--- config.mk ---
export PLATFORM = sky130hd
export DESIGN_NAME = pls_front
export DESIGN_NICKNAME = d
export VERILOG_FILES = /design/src/rtl/pls_pkg.sv /design/src/rtl/pls_front.sv
export SDC_FILE = /design/constraint.sdc
export NUM_CORES = 2
export LEC_CHECK = 0
export BUFFER_PORTS_ARGS = -buffer_cell sky130_fd_sc_hd__buf_2
export CAP_MARGIN = 20
export CELL_PAD_IN_SITES_DETAIL_PLACEMENT = 0
export CELL_PAD_IN_SITES_GLOBAL_PLACEMENT = 1
export CORE_UTILIZATION = 55
export DETAILED_ROUTE_END_ITERATION = 12
export PLACE_DENSITY = 0.94
export SETUP_SLACK_MARGIN = 0.02
export SLEW_MARGIN = 20
export SYNTH_ARGS = -nofsm -noshare
export SYNTH_HDL_FRONTEND = slang
export SYNTH_SLANG_ARGS = --single-unit
--- constraint.sdc ---
create_clock -name clk -period 21.2 [get_ports clk]
set_clock_uncertainty 0.2 [all_clocks]
set_input_delay 2.12 -clock clk [delete_from_list [all_inputs] [get_ports clk]]
set_output_delay 2.12 -clock clk [all_outputs]
set_load 0.03 [all_outputs]
--- src/rtl/pls_pkg.sv ---
`default_nettype none

package pls_pkg;

    // radius and colour widths are fixed by the register map
    localparam int RAD_W   = 20;
    localparam int SQ_W    = 2 * RAD_W;
    localparam int CHAN_W  = 8;
    localparam int DSQ_W   = 2 * CHAN_W;
    localparam int T_W     = SQ_W + DSQ_W;
    localparam int Q_W     = SQ_W + CHAN_W;
    localparam int CFG_W   = 20;
    localparam int IDX_W   = 3;

    // pipeline depth ahead of the output register
    localparam int STAGES  = 13;
    localparam int SEARCH0 = 4;

    typedef enum logic [IDX_W-1:0] {
        REG_LIGHT_X     = 3'd0,
        REG_LIGHT_Y     = 3'd1,
        REG_RADIUS      = 3'd2,
        REG_RED         = 3'd3,
        REG_GREEN       = 3'd4,
        REG_BLUE        = 3'd5,
        REG_ISOMETRIC   = 3'd6,
        REG_ENABLE      = 3'd7
    } pls_reg_t;

    typedef struct packed {
        logic            lit;
        logic [SQ_W-1:0] sq;
        logic [SQ_W-1:0] r2;
    } pls_geom_t;

    typedef struct packed {
        logic              lit;
        logic [CHAN_W-1:0] chan;
    } pls_lane_out_t;

endpackage

`default_nettype wire

--- src/rtl/pls_front.sv ---
`default_nettype none

module pls_front #(
    parameter int COORD_BITS = 20
) (
    input  wire logic                              clk,
    input  wire logic [pls_pkg::STAGES:0]          adv,
    input  wire logic signed [COORD_BITS-1:0]      point_x,
    input  wire logic signed [COORD_BITS-1:0]      point_y,
    input  wire logic signed [COORD_BITS-1:0]      light_x,
    input  wire logic signed [COORD_BITS-1:0]      light_y,
    input  wire logic [pls_pkg::RAD_W-1:0]         light_radius,
    input  wire logic                              isometric_shape,
    input  wire logic                              light_enabled,
    output pls_pkg::pls_geom_t                     geom
);

    localparam int CMP_W = (COORD_BITS + 1 > pls_pkg::RAD_W) ? COORD_BITS + 1
                                                              : pls_pkg::RAD_W;

    logic signed [COORD_BITS:0]    dx;
    logic signed [COORD_BITS:0]    dy;
    logic [COORD_BITS-1:0]         adx;
    logic [COORD_BITS-1:0]         ady;
    logic [CMP_W-1:0]              adx_ext;
    logic [CMP_W-1:0]              ey_ext;
    logic [CMP_W-1:0]              rad_ext;
    logic                          inbox;

    logic [pls_pkg::RAD_W-1:0]     adx_reg;
    logic [pls_pkg::RAD_W-1:0]     ey_reg;
    logic                          inbox_reg;
    logic [pls_pkg::SQ_W-1:0]      ax2_reg;
    logic [pls_pkg::SQ_W-1:0]      ey2_reg;
    logic [pls_pkg::SQ_W-1:0]      r2a_reg;
    logic                          inbox1_reg;
    logic [pls_pkg::SQ_W:0]        sq_sum;
    pls_pkg::pls_geom_t            geom_reg;

    always_comb
    begin
        dx      = {light_x[COORD_BITS-1], light_x} - {point_x[COORD_BITS-1], point_x};
        dy      = {light_y[COORD_BITS-1], light_y} - {point_y[COORD_BITS-1], point_y};
        adx     = dx[COORD_BITS] ? COORD_BITS'(-dx) : COORD_BITS'(dx);
        ady     = dy[COORD_BITS] ? COORD_BITS'(-dy) : COORD_BITS'(dy);
        adx_ext = CMP_W'(adx);
        ey_ext  = isometric_shape ? (CMP_W'(ady) << 1) : CMP_W'(ady);
        rad_ext = CMP_W'(light_radius);
        inbox   = light_enabled && (light_radius != '0)
                  && (adx_ext <= rad_ext) && (ey_ext <= rad_ext);
    end

    // box test bounds both offsets by the radius, so they fit its width
    always_ff @(posedge clk)
    begin
        if (adv[0])
        begin
            adx_reg   <= pls_pkg::RAD_W'(adx_ext);
            ey_reg    <= pls_pkg::RAD_W'(ey_ext);
            inbox_reg <= inbox;
        end
        if (adv[1])
        begin
            ax2_reg    <= adx_reg * adx_reg;
            ey2_reg    <= ey_reg * ey_reg;
            r2a_reg    <= light_radius * light_radius;
            inbox1_reg <= inbox_reg;
        end
        if (adv[2])
        begin
            geom_reg.lit <= inbox1_reg && (sq_sum <= {1'b0, r2a_reg});
            geom_reg.sq  <= pls_pkg::SQ_W'(sq_sum);
            geom_reg.r2  <= r2a_reg;
        end
    end

    assign sq_sum = {1'b0, ax2_reg} + {1'b0, ey2_reg};
    assign geom   = geom_reg;

endmodule

`default_nettype wire

* Word level (Yosys, flattened, before mapping)
Index checks and enable logic that the tools add are counted.
** Cells by class
- Add/subtract/negate cells :: 5
- $mul :: 3
- Magnitude comparators :: 3
- Multiplexer cells :: 3
- Reduce and logical (&&, ||, !) cells :: 5
** Operator list (number)
- multiplier 20 x 20 -> 40 bit :: 3
- subtractor 20 x 20 -> 21 bit :: 2
- adder 40 x 40 -> 41 bit :: 1
- less-or-equal comparator 41 x 40 -> 1 bit :: 1
- 2-to-1 mux 20 bit :: 2
- negator 20 bit :: 2
- less-or-equal comparator 21 x 20 -> 1 bit :: 1
- 2-to-1 mux 21 bit :: 1
- less-or-equal comparator 20 bit :: 1
- nonzero test 20 bit :: 1
- logical AND 1 bit :: 4
** Storage, ports and cells
- Flip-flop bits (word level) :: 243
- Output and inout bits :: 81

* Longest topological paths before layout
- Depth after elaboration :: 6
- Depth in mapped cells :: 28

* Worst setup path before layout
Ideal clock, no wire load.
- Path type :: input-to-reg
- Start :: input port light_radius[8] (netlist name)
- End :: register r2a_reg[37] (netlist name), data pin
- Setup time :: 0.258 ns
- Data arrival time :: 8.605 ns
- Path slack :: 12.138 ns
- Stages :: 24
- Path buffers :: 2
- Path through :: clkbuf_1 -> clkbuf_1 -> nand2_1 -> fa_1 -> inv_1 -> fa_1 -> fa_1 -> fa_1 -> inv_1 -> fa_1 -> inv_1 -> fa_1 -> fa_1 -> ha_1 -> a21o_1 -> a21o_1 -> a21oi_1 -> o21ai_0 -> o31ai_1 -> o21ai_0 -> a211oi_1 -> o21bai_1 -> a21oi_1 -> xnor2_1
** Between the ends
- Longest elaborated chain between the ends :: 1
** Ends and longest elaborated chain
- start, declared :: RTL line pls_front.sv:12 : input wire logic [pls_pkg::RAD_W-1:0] light_radius,
- multiplier 20 x 20 -> 40 bit :: RTL line pls_front.sv:66 : r2a_reg <= light_radius * light_radius;
- end signal, assigned :: RTL line pls_front.sv:66
- end, declared :: RTL line pls_front.sv:35 : logic [pls_pkg::SQ_W-1:0] r2a_reg;
Every way passes these cells.
A chain may end at the register's enable or synchronous reset.

* Worst setup path after layout
- Start :: input port light_radius[3] (netlist name)
- End :: register r2a_reg[37] (netlist name), data pin
The elaborated chain is that of the path after synthesis.

==> results.json <==
{
  "drt-wirelength-per-cell_um": 18.6,
  "final_common_cell": "inv_1",
  "grt_pass1_vias": 35880,
  "largest_register_ff_count": 80,
  "rows": 107,
  "cts.sinks": 239,
  "tightest_slew_ps": 1110,
  "post-route-period-util_pct": 47.2,
  "area_delta_synth_final_pct": 6.23,
  "synth_edf_count": 239,
  "mostFrequentLayoutCells": "1150 x inv_1, 836 x fa_1, 620 x ha_1",
  "clock_latency_ps": 590,
  "grt.overflow.total": 0,
  "clkTransAtPathRegs_ps": 60,
  "async_flop_share_pct": 0,
  "ff2ff_path_depth": 24,
  "synthCells": 4873,
  "detailed_place_hpwl_um": 93600,
  "io_buffers": 185,
  "setup_violations": 0,
  "worstHoldPathCells": 0,
  "drt_iter0_drc": 2226,
  "hp-class": "reg2reg",
  "placed_area_um2": 49800,
  "cts-hold-fix-buffers": 0,
  "fin_area_um2": 50700,
  "reg2reg_from": "adx_reg[4]$_DFFE_PP_",
  "finalHoldViolations": 0,
  "wl_um": 114000,
  "start_util_pct": 55.8,
  "crit_chain": "buf_2 -> clkinv_1 -> nor2_1 -> fa_1 -> ha_1 -> a21o_1 -> fa_1 -> fa_1 -> inv_1 -> fa_1 -> inv_1 -> fa_1 -> fa_1 -> ha_1 -> a21o_1 -> a21o_1 -> a21oi_1 -> o21ai_0 -> o31ai_1 -> o21ai_0 -> a211oi_1 -> o21bai_1 -> a21oi_1 -> xnor2_1",
  "syn_nets": 6446,
  "yosys_warnings": 0,
  "crit_buf_inv": 4,
  "drv_slew": 0,
  "criticalPathCategory": "in2reg",
  "fillers": 7108,
  "layout.nets": 6564,
  "gp_congestion": 0.922,
  "critPathArrivalTime_ps": 10140,
  "grt_max_degree": 82,
  "numCtsBuffers": 27,
  "min_from": "inbox_reg$_DFFE_PP_",
  "drc_errors": 0,
  "cts-root-buf": "clkbuf_16",
  "crit_top_cell": "fa_1",
  "synth_area_per_cell_um2": 9.80,
  "tritoncts": "yes",
  "cts_buffer_depth": 3,
  "seq_area_frac_synth_pct": 15.0,
  "start_kind": "primary input",
  "maxSlewHeadroom_pct": 26.0,
  "ys.flop_type": "edfxtp_1",
  "whs_endpoint": "inbox1_reg$_DFFE_PP_",
  "period_minus_slack_ps": 10000,
  "die_x_um": 297,
  "viasPerCell": 5.53,
  "num_vias": 34058,
  "die_y_um": 297,
  "h-tree-depth": 1,
  "dr.pass1.iters": 5,
  "final_layout_size_suffix_gt1_share_pct": 5.99,
  "grt.total_usage_pct": 27.0,
  "netlist_area_um2": 47700,
  "dieArea_um2": 88000,
  "post_cts_buffers": 0,
  "coreArea_um2": 85500,
  "cap_viol_max_count": 0,
  "r2r-end": "ax2_reg[39]$_DFFE_PP_",
  "outcome": "complete, no violations",
  "max_stage_delay_ps": 680,
  "rsz0062_at_grt": "false",
  "fmax_ghz": 0.100,
  "cts_resized": 0,
  "crit_slowest_cell": "clkinv_1",
  "ys_types": 76,
  "antenna_found_initial": 3,
  "ys_ff_latch": 239,
  "cp_top_family": "adder cells",
  "cp.required_ps": 21340,
  "grt_pass1_wl_um": 184000,
  "postRouteAntennaNets": 0,
  "tns_ps": 0,
  "ios": 198,
  "cp-end-kind": "flop",
  "reg2reg_slack_ps": 12720,
  "crit_path_max_fanout": 17
}
final cells by class:
type / instances / area [um^2] / share of cell area, %
timing repair buffer: 215 / 1160 / 2.28
clock inverter: 16 / 161 / 0.318
clock buffer: 32 / 694 / 1.37
sequential: 239 / 7180 / 14.2
antenna: 2 / 5.00 / 0.00987
tap: 1144 / 1430 / 2.82
multi-input combinational: 3352 / 35700 / 70.5
inverter: 1156 / 4340 / 8.56
kinds of logic after synthesis:
kind of cell / count (synthesis) / synth area share, %
adders and majority gates: 1457 / 51.3
buffers and inverters: 1282 / 10.1
and+or+nand+nor: 1017 / 10.1
AOI/OAI and AO/OA: 617 / 8.57
xor gates and xnor gates: 240 / 4.43
DFF: 239 / 15.0
muxes: 20 / 0.446
other: 1 / 0.00786
synth_stat cells (all sizes together), types with 11 or more instances:
cell    count  area (um^2)
clkbuf    120          450
o21ai      98          490
a221oi     15          131
a21oi     178          891
xor2       89          780
o21a       35          263
nor4       16          100
nand2     432         1620
inv      1151         4320
a21o      119          893
mux2i      13          130
nor2b      40          250
or2        11         68.8
edfxtp    239         7180
o21bai     18          135
fa        836        16700
a31o       16          140
nand2b     31          194
nor2      178          668
and3       23          144
o31ai      13          103
nand4      33          206
a31oi      17          106
xnor2     150         1310
a211oi     26          200
nand3      27          135
nor3       37          185
and2      155          970
ha        620         7760
per-layer routing:
| metal | up-vias | GRT usage [%] | part of all wire, % |
|---|---|---|---|
| met4 | 0 | 9.17 | 3.7 |
| li1 | 15680 | - | - |
| met3 | 218 | 2.85 | 6.8 |
| met1 | 17089 | 36.3 | 42 |
| met2 | 1071 | 45.6 | 48 |
| met5 | - | 0 | 0 |
through the flow:
stage | hold WS [ps] | setup slack (ps) | utilization [%] | cells
2_1_floorplan | 200 | 12140 | - | 4873
3_3_place_gp | 210 | 10750 | 58.3 | 6106
3_5_place_dp | 211 | 10750 | 58.3 | 6106
4_1_cts | 226 | 11330 | 59.3 | 6154
5_1_grt | 239 | 10850 | 59.3 | 6154
6_report | 226 | 11200 | 59.3 | 6156
how the worst max path moves through the flow:
stage / from / to / cells past startpoint
after CTS: light_radius[3] / r2a_reg[37]$_DFFE_PP_ / 24
final: light_radius[3] / r2a_reg[37]$_DFFE_PP_ / 24
after detailed placement: light_radius[3] / r2a_reg[38]$_DFFE_PP_ / 25
after global routing: light_radius[3] / r2a_reg[38]$_DFFE_PP_ / 25
after global placement: light_radius[3] / r2a_reg[38]$_DFFE_PP_ / 25
after floorplan: light_radius[8] / r2a_reg[37]$_DFFE_PP_ / 24
Power is left out: the tool's default activity adds up to more than one toggle a clock period on the data nets, which glitch-free logic cannot reach.
