==> src/rtl/pls_pkg.sv <==
`default_nettype none

package pls_pkg;

    // radius and colour widths are fixed by the register map
    localparam int RAD_W   = 20;
    localparam int SQ_W    = 2 * RAD_W;
    localparam int CHAN_W  = 8;
    localparam int DSQ_W   = 2 * CHAN_W;
    localparam int T_W     = SQ_W + DSQ_W;
    localparam int Q_W     = SQ_W + CHAN_W;
    localparam int CFG_W   = 20;
    localparam int IDX_W   = 3;

    // pipeline depth ahead of the output register
    localparam int STAGES  = 13;
    localparam int SEARCH0 = 4;

    typedef enum logic [IDX_W-1:0] {
        REG_LIGHT_X     = 3'd0,
        REG_LIGHT_Y     = 3'd1,
        REG_RADIUS      = 3'd2,
        REG_RED         = 3'd3,
        REG_GREEN       = 3'd4,
        REG_BLUE        = 3'd5,
        REG_ISOMETRIC   = 3'd6,
        REG_ENABLE      = 3'd7
    } pls_reg_t;

    typedef struct packed {
        logic            lit;
        logic [SQ_W-1:0] sq;
        logic [SQ_W-1:0] r2;
    } pls_geom_t;

    typedef struct packed {
        logic              lit;
        logic [CHAN_W-1:0] chan;
    } pls_lane_out_t;

endpackage

`default_nettype wire

==> src/rtl/pls_lane.sv <==
`default_nettype none

module pls_lane (
    input  wire logic                          clk,
    input  wire logic [pls_pkg::STAGES:0]      adv,
    input  wire logic [pls_pkg::CHAN_W-1:0]    light_chan,
    input  wire logic [pls_pkg::CHAN_W-1:0]    base_chan,
    input  wire logic [pls_pkg::CHAN_W-1:0]    vertex_chan,
    input  wire pls_pkg::pls_geom_t            geom,
    output pls_pkg::pls_lane_out_t             result
);

    localparam int CW = pls_pkg::CHAN_W;

    logic [CW-1:0]              bc_reg [0:2];
    logic [CW-1:0]              vc_reg [0:2];
    logic [CW-1:0]              d_reg;
    logic [pls_pkg::DSQ_W-1:0]  d2_reg [1:2];
    logic [CW-1:0]              d_abs;

    // search carries: index 0 is the product stage, 1..8 the search steps
    logic [pls_pkg::T_W-1:0]    t_reg   [0:8];
    logic [pls_pkg::SQ_W-1:0]   r2_reg  [0:8];
    logic                       lit_reg [0:8];
    logic [CW-1:0]              lbc_reg [0:8];
    logic [CW-1:0]              lvc_reg [0:8];
    logic [pls_pkg::T_W-1:0]    p_reg   [1:8];
    logic [pls_pkg::Q_W-1:0]    q_reg   [1:8];
    logic [CW-1:0]              j_reg   [1:8];

    logic [CW:0]                k;
    logic [CW:0]                lc_ext;
    logic [CW-1:0]              fall;
    pls_pkg::pls_lane_out_t     result_reg;

    assign d_abs = (light_chan > base_chan) ? light_chan - base_chan
                                            : base_chan - light_chan;

    always_ff @(posedge clk)
    begin
        if (adv[0])
        begin
            bc_reg[0] <= base_chan;
            vc_reg[0] <= vertex_chan;
            d_reg     <= d_abs;
        end
        if (adv[1])
        begin
            bc_reg[1] <= bc_reg[0];
            vc_reg[1] <= vc_reg[0];
            d2_reg[1] <= d_reg * d_reg;
        end
        if (adv[2])
        begin
            bc_reg[2] <= bc_reg[1];
            vc_reg[2] <= vc_reg[1];
            d2_reg[2] <= d2_reg[1];
        end
        if (adv[3])
        begin
            t_reg[0]   <= geom.sq * d2_reg[2];
            r2_reg[0]  <= geom.r2;
            lit_reg[0] <= geom.lit;
            lbc_reg[0] <= bc_reg[2];
            lvc_reg[0] <= vc_reg[2];
        end
    end

    // one bit of the quotient per step: largest j with j*j*r2 below t
    for (genvar s = 0; s < 8; s++)
    begin : g_step
        localparam int B = 7 - s;
        logic [pls_pkg::T_W-1:0] p_cur;
        logic [pls_pkg::Q_W-1:0] q_cur;
        logic [CW-1:0]           j_cur;
        logic [pls_pkg::T_W+1:0] cand;
        logic                    take;

        if (s == 0)
        begin : g_first
            assign p_cur = '0;
            assign q_cur = '0;
            assign j_cur = '0;
        end
        else
        begin : g_next
            assign p_cur = p_reg[s];
            assign q_cur = q_reg[s];
            assign j_cur = j_reg[s];
        end

        assign cand = (pls_pkg::T_W+2)'(p_cur)
                      + ((pls_pkg::T_W+2)'(q_cur) << (B + 1))
                      + ((pls_pkg::T_W+2)'(r2_reg[s]) << (2 * B));
        assign take = cand < (pls_pkg::T_W+2)'(t_reg[s]);

        always_ff @(posedge clk)
        begin
            if (adv[pls_pkg::SEARCH0 + s])
            begin
                p_reg[s+1]   <= take ? pls_pkg::T_W'(cand) : p_cur;
                q_reg[s+1]   <= take ? q_cur + (pls_pkg::Q_W'(r2_reg[s]) << B) : q_cur;
                j_reg[s+1]   <= take ? (j_cur | CW'(1 << B)) : j_cur;
                t_reg[s+1]   <= t_reg[s];
                r2_reg[s+1]  <= r2_reg[s];
                lit_reg[s+1] <= lit_reg[s];
                lbc_reg[s+1] <= lbc_reg[s];
                lvc_reg[s+1] <= lvc_reg[s];
            end
        end
    end

    // ceiling step is one above the largest j, none when nothing is subtracted
    always_comb
    begin
        k      = (t_reg[8] != '0) ? {1'b0, j_reg[8]} + (CW+1)'(1) : '0;
        lc_ext = {1'b0, light_chan};
        fall   = (lc_ext >= k) ? CW'(lc_ext - k) : '0;
    end

    always_ff @(posedge clk)
    begin
        if (adv[12])
        begin
            result_reg.lit  <= lit_reg[8];
            if (lit_reg[8])
            begin
                result_reg.chan <= (fall < lvc_reg[8]) ? lvc_reg[8] : fall;
            end
            else
            begin
                result_reg.chan <= lbc_reg[8];
            end
        end
    end

    assign result = result_reg;

endmodule

`default_nettype wire

==> config.mk <==
export PLATFORM = sky130hd
export DESIGN_NAME = pls_lane
export DESIGN_NICKNAME = d
export VERILOG_FILES = /design/src/rtl/pls_pkg.sv /design/src/rtl/pls_lane.sv
export SDC_FILE = /design/constraint.sdc
export NUM_CORES = 2
export LEC_CHECK = 0
export ABC_CLOCK_PERIOD_IN_PS = 14900
export BUFFER_PORTS_ARGS = -buffer_cell sky130_fd_sc_hd__buf_2
export CAP_MARGIN = 15
export CORE_AREA = 10 10 756 386
export CTS_CLUSTER_SIZE = 24
export DETAILED_ROUTE_END_ITERATION = 6
export DIE_AREA = 0 0 766 396
export HOLD_SLACK_MARGIN = 0.12
export PLACE_DENSITY = 0.68
export SYNTH_ARGS = -nofsm -noshare
export SYNTH_HDL_FRONTEND = slang
export SYNTH_SLANG_ARGS = --single-unit
==> constraint.sdc <==
create_clock -name clk -period 14.9 [get_ports clk]
set_input_delay 1.49 -clock clk [delete_from_list [all_inputs] [get_ports clk]]
set_output_delay 1.49 -clock clk [all_outputs]
set_load 0.01 [all_outputs]
# [Word-level counts from Yosys, hierarchy flattened]
# Memories as Yosys holds them, arrays and structs flattened.
# Cells that the tools add are included.
[op_classes] add_sub_neg=25 mul=2 order_cmp=11 n_mux=53 reduce_logical=1
[op_table] operator="$lt 58x56->1" n=7
[op_table] operator="$mux 56" n=7
[op_table] operator="$mux 48" n=7
[op_table] operator="$add 57x40->58" n=1
[op_table] operator="$add 57x42->58" n=1
[op_table] operator="$add 57x44->58" n=1
[op_table] operator="$add 57x46->58" n=1
[op_table] operator="$add 57x48->58" n=1
[op_table] operator="$add 57x50->58" n=1
[op_table] operator="$add 57x52->58" n=1
[op_table] operator="$add 56x49->57" n=1
[op_table] operator="$add 56x50->57" n=1
[op_table] operator="$add 56x51->57" n=1
[op_table] operator="$add 56x52->57" n=1
[op_table] operator="$add 56x53->57" n=1
[op_table] operator="$add 56x54->57" n=1
[op_table] operator="$add 56x55->57" n=1
[op_table] operator="$lt 54x56->1" n=1
[op_table] operator="$mul 40x16->56" n=1
[op_table] operator="$reduce_bool 56->1" n=1
[op_table] operator="$mux 54" n=1
[op_table] operator="$add 48x40->48" n=1
[op_table] operator="$add 48x41->48" n=1
[op_table] operator="$add 48x42->48" n=1
[op_table] operator="20 further kinds" n=50
[totals] reg_bits=17 ram_bits=1993 in_bits=120 out_inout_bits=9 wordCells=106 memories=11
[mem_list] name="t_reg" depth=9 word_bits=56 read_ports=9 rd_clocked_by_memory_dff=0 wr=9 line_no="pls_lane.sv:22" source="logic [pls_pkg::T_W-1:0] t_reg [0:8];"
[mem_list] name="p_reg" depth=8 word_bits=56 read_ports=7 rd_clocked_by_memory_dff=0 wr=8 line_no="pls_lane.sv:27" source="logic [pls_pkg::T_W-1:0] p_reg [1:8];"
[mem_list] name="q_reg" depth=8 word_bits=48 read_ports=7 rd_clocked_by_memory_dff=0 wr=8 line_no="pls_lane.sv:28" source="logic [pls_pkg::Q_W-1:0] q_reg [1:8];"
[mem_list] name="r2_reg" depth=9 word_bits=40 read_ports=8 rd_clocked_by_memory_dff=0 wr=9 line_no="pls_lane.sv:23" source="logic [pls_pkg::SQ_W-1:0] r2_reg [0:8];"
[mem_list] name="lbc_reg" depth=9 word_bits=8 read_ports=9 rd_clocked_by_memory_dff=0 wr=9 line_no="pls_lane.sv:25" source="logic [CW-1:0] lbc_reg [0:8];"
[mem_list] name="lvc_reg" depth=9 word_bits=8 read_ports=9 rd_clocked_by_memory_dff=0 wr=9 line_no="pls_lane.sv:26" source="logic [CW-1:0] lvc_reg [0:8];"
[mem_list] name="5 more memories"

# [Logic depth before layout (Yosys ltp)]
# An unclocked memory read counts as a cell.
[logic_depth] ltp_word=8 mapped_depth=30 mapped_depth_nobuf=28

# [Least setup slack after synthesis]
# No wires, ideal clock.
[synth_path] kind="input -> register" startpoint="input port geom[51] in the netlist's numbering" endpoint="memory t_reg[0][54] in the netlist's numbering, data pin" setup_time_ns=0.257 t_arrival_ns=7.521 required_ns=14.643 setup_slack_ns=7.122 cell_stages=25 n_path_buf=2 cell_sequence="clkbuf_1 -> and2_1 -> fa_1 -> inv_1 -> fa_1 -> fa_1 -> inv_1 -> fa_1 -> fa_1 -> inv_1 -> fa_1 -> inv_1 -> ha_1 -> clkbuf_1 -> a21o_1 -> a31oi_1 -> o21ai_0 -> a21o_1 -> o41ai_2 -> a21oi_1 -> a31o_2 -> o221ai_1 -> nand3b_1 -> nand2_1 -> xor2_1"
[synth_lines] element="start, declared" line_no="pls_lane.sv:9" source="input wire pls_pkg::pls_geom_t geom,"
[synth_lines] element="end, declared" line_no="pls_lane.sv:22"

==> metrics.yaml <==
antenna_found_initial: 25
grt.total_usage: 0.184
routed_wirelength_mm: 287
setup_violations: 0
portBuffers: 127
numClockSinks: 1703
crit_top_cell: "ha_1"
die_w_um: 766
synth_compound_area_frac: 0.126
multi_input_area_mm2: 0.0653
synth_area_mm2: 0.122
syn_avg_cell_area_um2: 11.1
seq_area_mm2: 0.0511
first_global_vias: 81500
post-cts-setup-buffer-count: 0
final_common_cell: "edfxtp_1"
slowest_delay_ps: 900
r2r_slack_ps: 5880
worstMarginPinSlew_ps: 1010
hold_buffers: 0
clk_latency_ps: 840
final_antenna_net_count: 0
critPathSlowestCell: "o41ai_1"
fin_hold_ws_ps: 388
viasPerCell: 5.44
report.final.slew_viol_count: 0
cts_resized: 0
grt_pass1_wl_mm: 448
first_pass_iters: 7
synth_xor_area_frac: 0.0445
fin_skew_ps: 67.4
hold_class: "reg2reg"
crit_type: "reg2reg"
fillers: 24700
drt_drc_violations_left: 1
synth-edff-count: 1703
worstPathMaxFanout: 78
wire_per_inst_um: 19.2
dieArea_mm2: 0.303
hold_viol_final: 0
synth_seq_area_share: 0.419
holdPathStages: 0
synth_warnings: 0
dp_hpwl_mm: 228
async_reset_ff_frac: 0
synth_top_family_by_area: "adder cells"
finalCritPeriodShare: 0.605
setup_ws_ps: 5880
syn_nets: 13000
failed_checks: "DRC"
end_kind: "flip-flop"
vias: 81300
muxShareOfSynthArea: 0.0143
cp.arrival_ps: 9540
gp_congestion: 0.935
synth_simple_gate_area_frac: 0.103
netlist_instances: 11000
core_mm2: 0.278
setup_tns_ps: 0
pre_cts_slack_ps: 6050
die-height_um: 396
root_buffer: "clkbuf_16"
relSlewSlack: 0.319
synth_fa_ha_area_frac: 0.247
ys_seq_elements: 1703
clock.fmax_mhz: 111
finalCriticalPeriod_ps: 9020
ys.flop_type: "edfxtp_1"
grt_max_degree: 101
numCtsBuffers: 172
rows: 137
area_delta_synth_final_pct: 8.35
drive_gt1_frac: 0.0590
pin_count: 129
final_cell_mix: "edfxtp_1, inv_1, ha_1, nand2_1, fa_1"
maxCapViolCount: 0
grt-ovfl-total: 0
initial_utilization: 0.439
rsz0062_at_grt: "no"
synth_cell_type_count: 100
final_nets: 13100
largest_reg_flops: 504
drtIter0Drc: 6414
fin_util: 0.476
clkSlewWorstSetupHoldPaths_ps: 60
worstRegToRegCells: 26
clk_path_buf_depth: 4
worstSetupStartpointType: "flip-flop"
h-tree-depth: 4
status: "finished, violations left"
cp_data_required_time_ps: 15420
cts_tree: "done"
-- area by class of cell --
| type | count | area share |
|---|---|---|
| multi-input combinational | 7752 | 0.493 |
| sequential | 1703 | 0.387 |
| inverter | 1254 | 0.0356 |
| tap | 3753 | 0.0355 |
| clock buffer | 200 | 0.0337 |
| timing repair buffer | 177 | 0.00813 |
| clock inverter | 98 | 0.00699 |
| antenna | 8 | 0.000151 |
-- per-layer routing --
metal | wire length [µm] | vias up | part of all wire | GRT usage
met5 | 90 | - | 0.00031 | 0
met4 | 7080 | 14 | 0.025 | 0.0445
met3 | 16300 | 447 | 0.057 | 0.0196
met2 | 129000 | 2335 | 0.45 | 0.297
met1 | 135000 | 39700 | 0.47 | 0.265
li1 | - | 38900 | - | -
-- worst max-delay path: cells and delay by family (launching register included) --
kind | cells | cell delay, ps
simple gates | 7 | 1830
mux | 1 | 370
buf+inv | 4 | 1270
xor+xnor | 1 | 120
compound gates | 9 | 3500
fa+ha+maj | 4 | 1160
flops | 1 | 430
-- synth_stat cells, drive strengths merged (125+ instances only) --
cell type     n  share of area
edfxtp     1703           0.42
inv        1253          0.039
ha         1201           0.12
nand2      1194          0.037
fa          754           0.12
a21oi       650          0.027
o21ai       558          0.023
a21o        442          0.027
xnor2       379          0.027
nor2        363          0.011
and2        312          0.016
xor2        242          0.017
clkbuf      204         0.0063
mux2        141          0.013
nand4       135         0.0070
nor2b       125         0.0064
-- path summary, 6_finish.rpt --
kind | to | from
hold / removal | lbc_reg[0][13]$_DFFE_PP_ | lbc_reg[0][5]$_DFFE_PP_
setup reg to reg | p_reg[0][311]$_DFFE_PP_ | r2_reg[0][162]$_DFFE_PP_
setup / recovery | p_reg[0][311]$_DFFE_PP_ | r2_reg[0][162]$_DFFE_PP_
hold reg to reg | lbc_reg[0][13]$_DFFE_PP_ | lbc_reg[0][5]$_DFFE_PP_
-- metrics by stage --
stage	instances	instance area, µm²
2_1_floorplan	11000	122000
6_report	14900	132000
5_1_grt	14900	132000
4_1_cts	14900	132000
3_5_place_dp	14600	127000
3_3_place_gp	14600	127000
-- kinds of logic after synthesis --
kind of cell             Yosys count
AND/OR/NAND/NOR                 2633
adder cells (fa/ha/maj)         1955
buffers and inverters           1515
flip-flops                      1703
multiplexers                     157
AO/OA/AOI/OAI                   2386
XOR/XNOR                         621
Power is not shown: default switching activity piles up to over one toggle a cycle in this logic, so the estimate is an artifact.
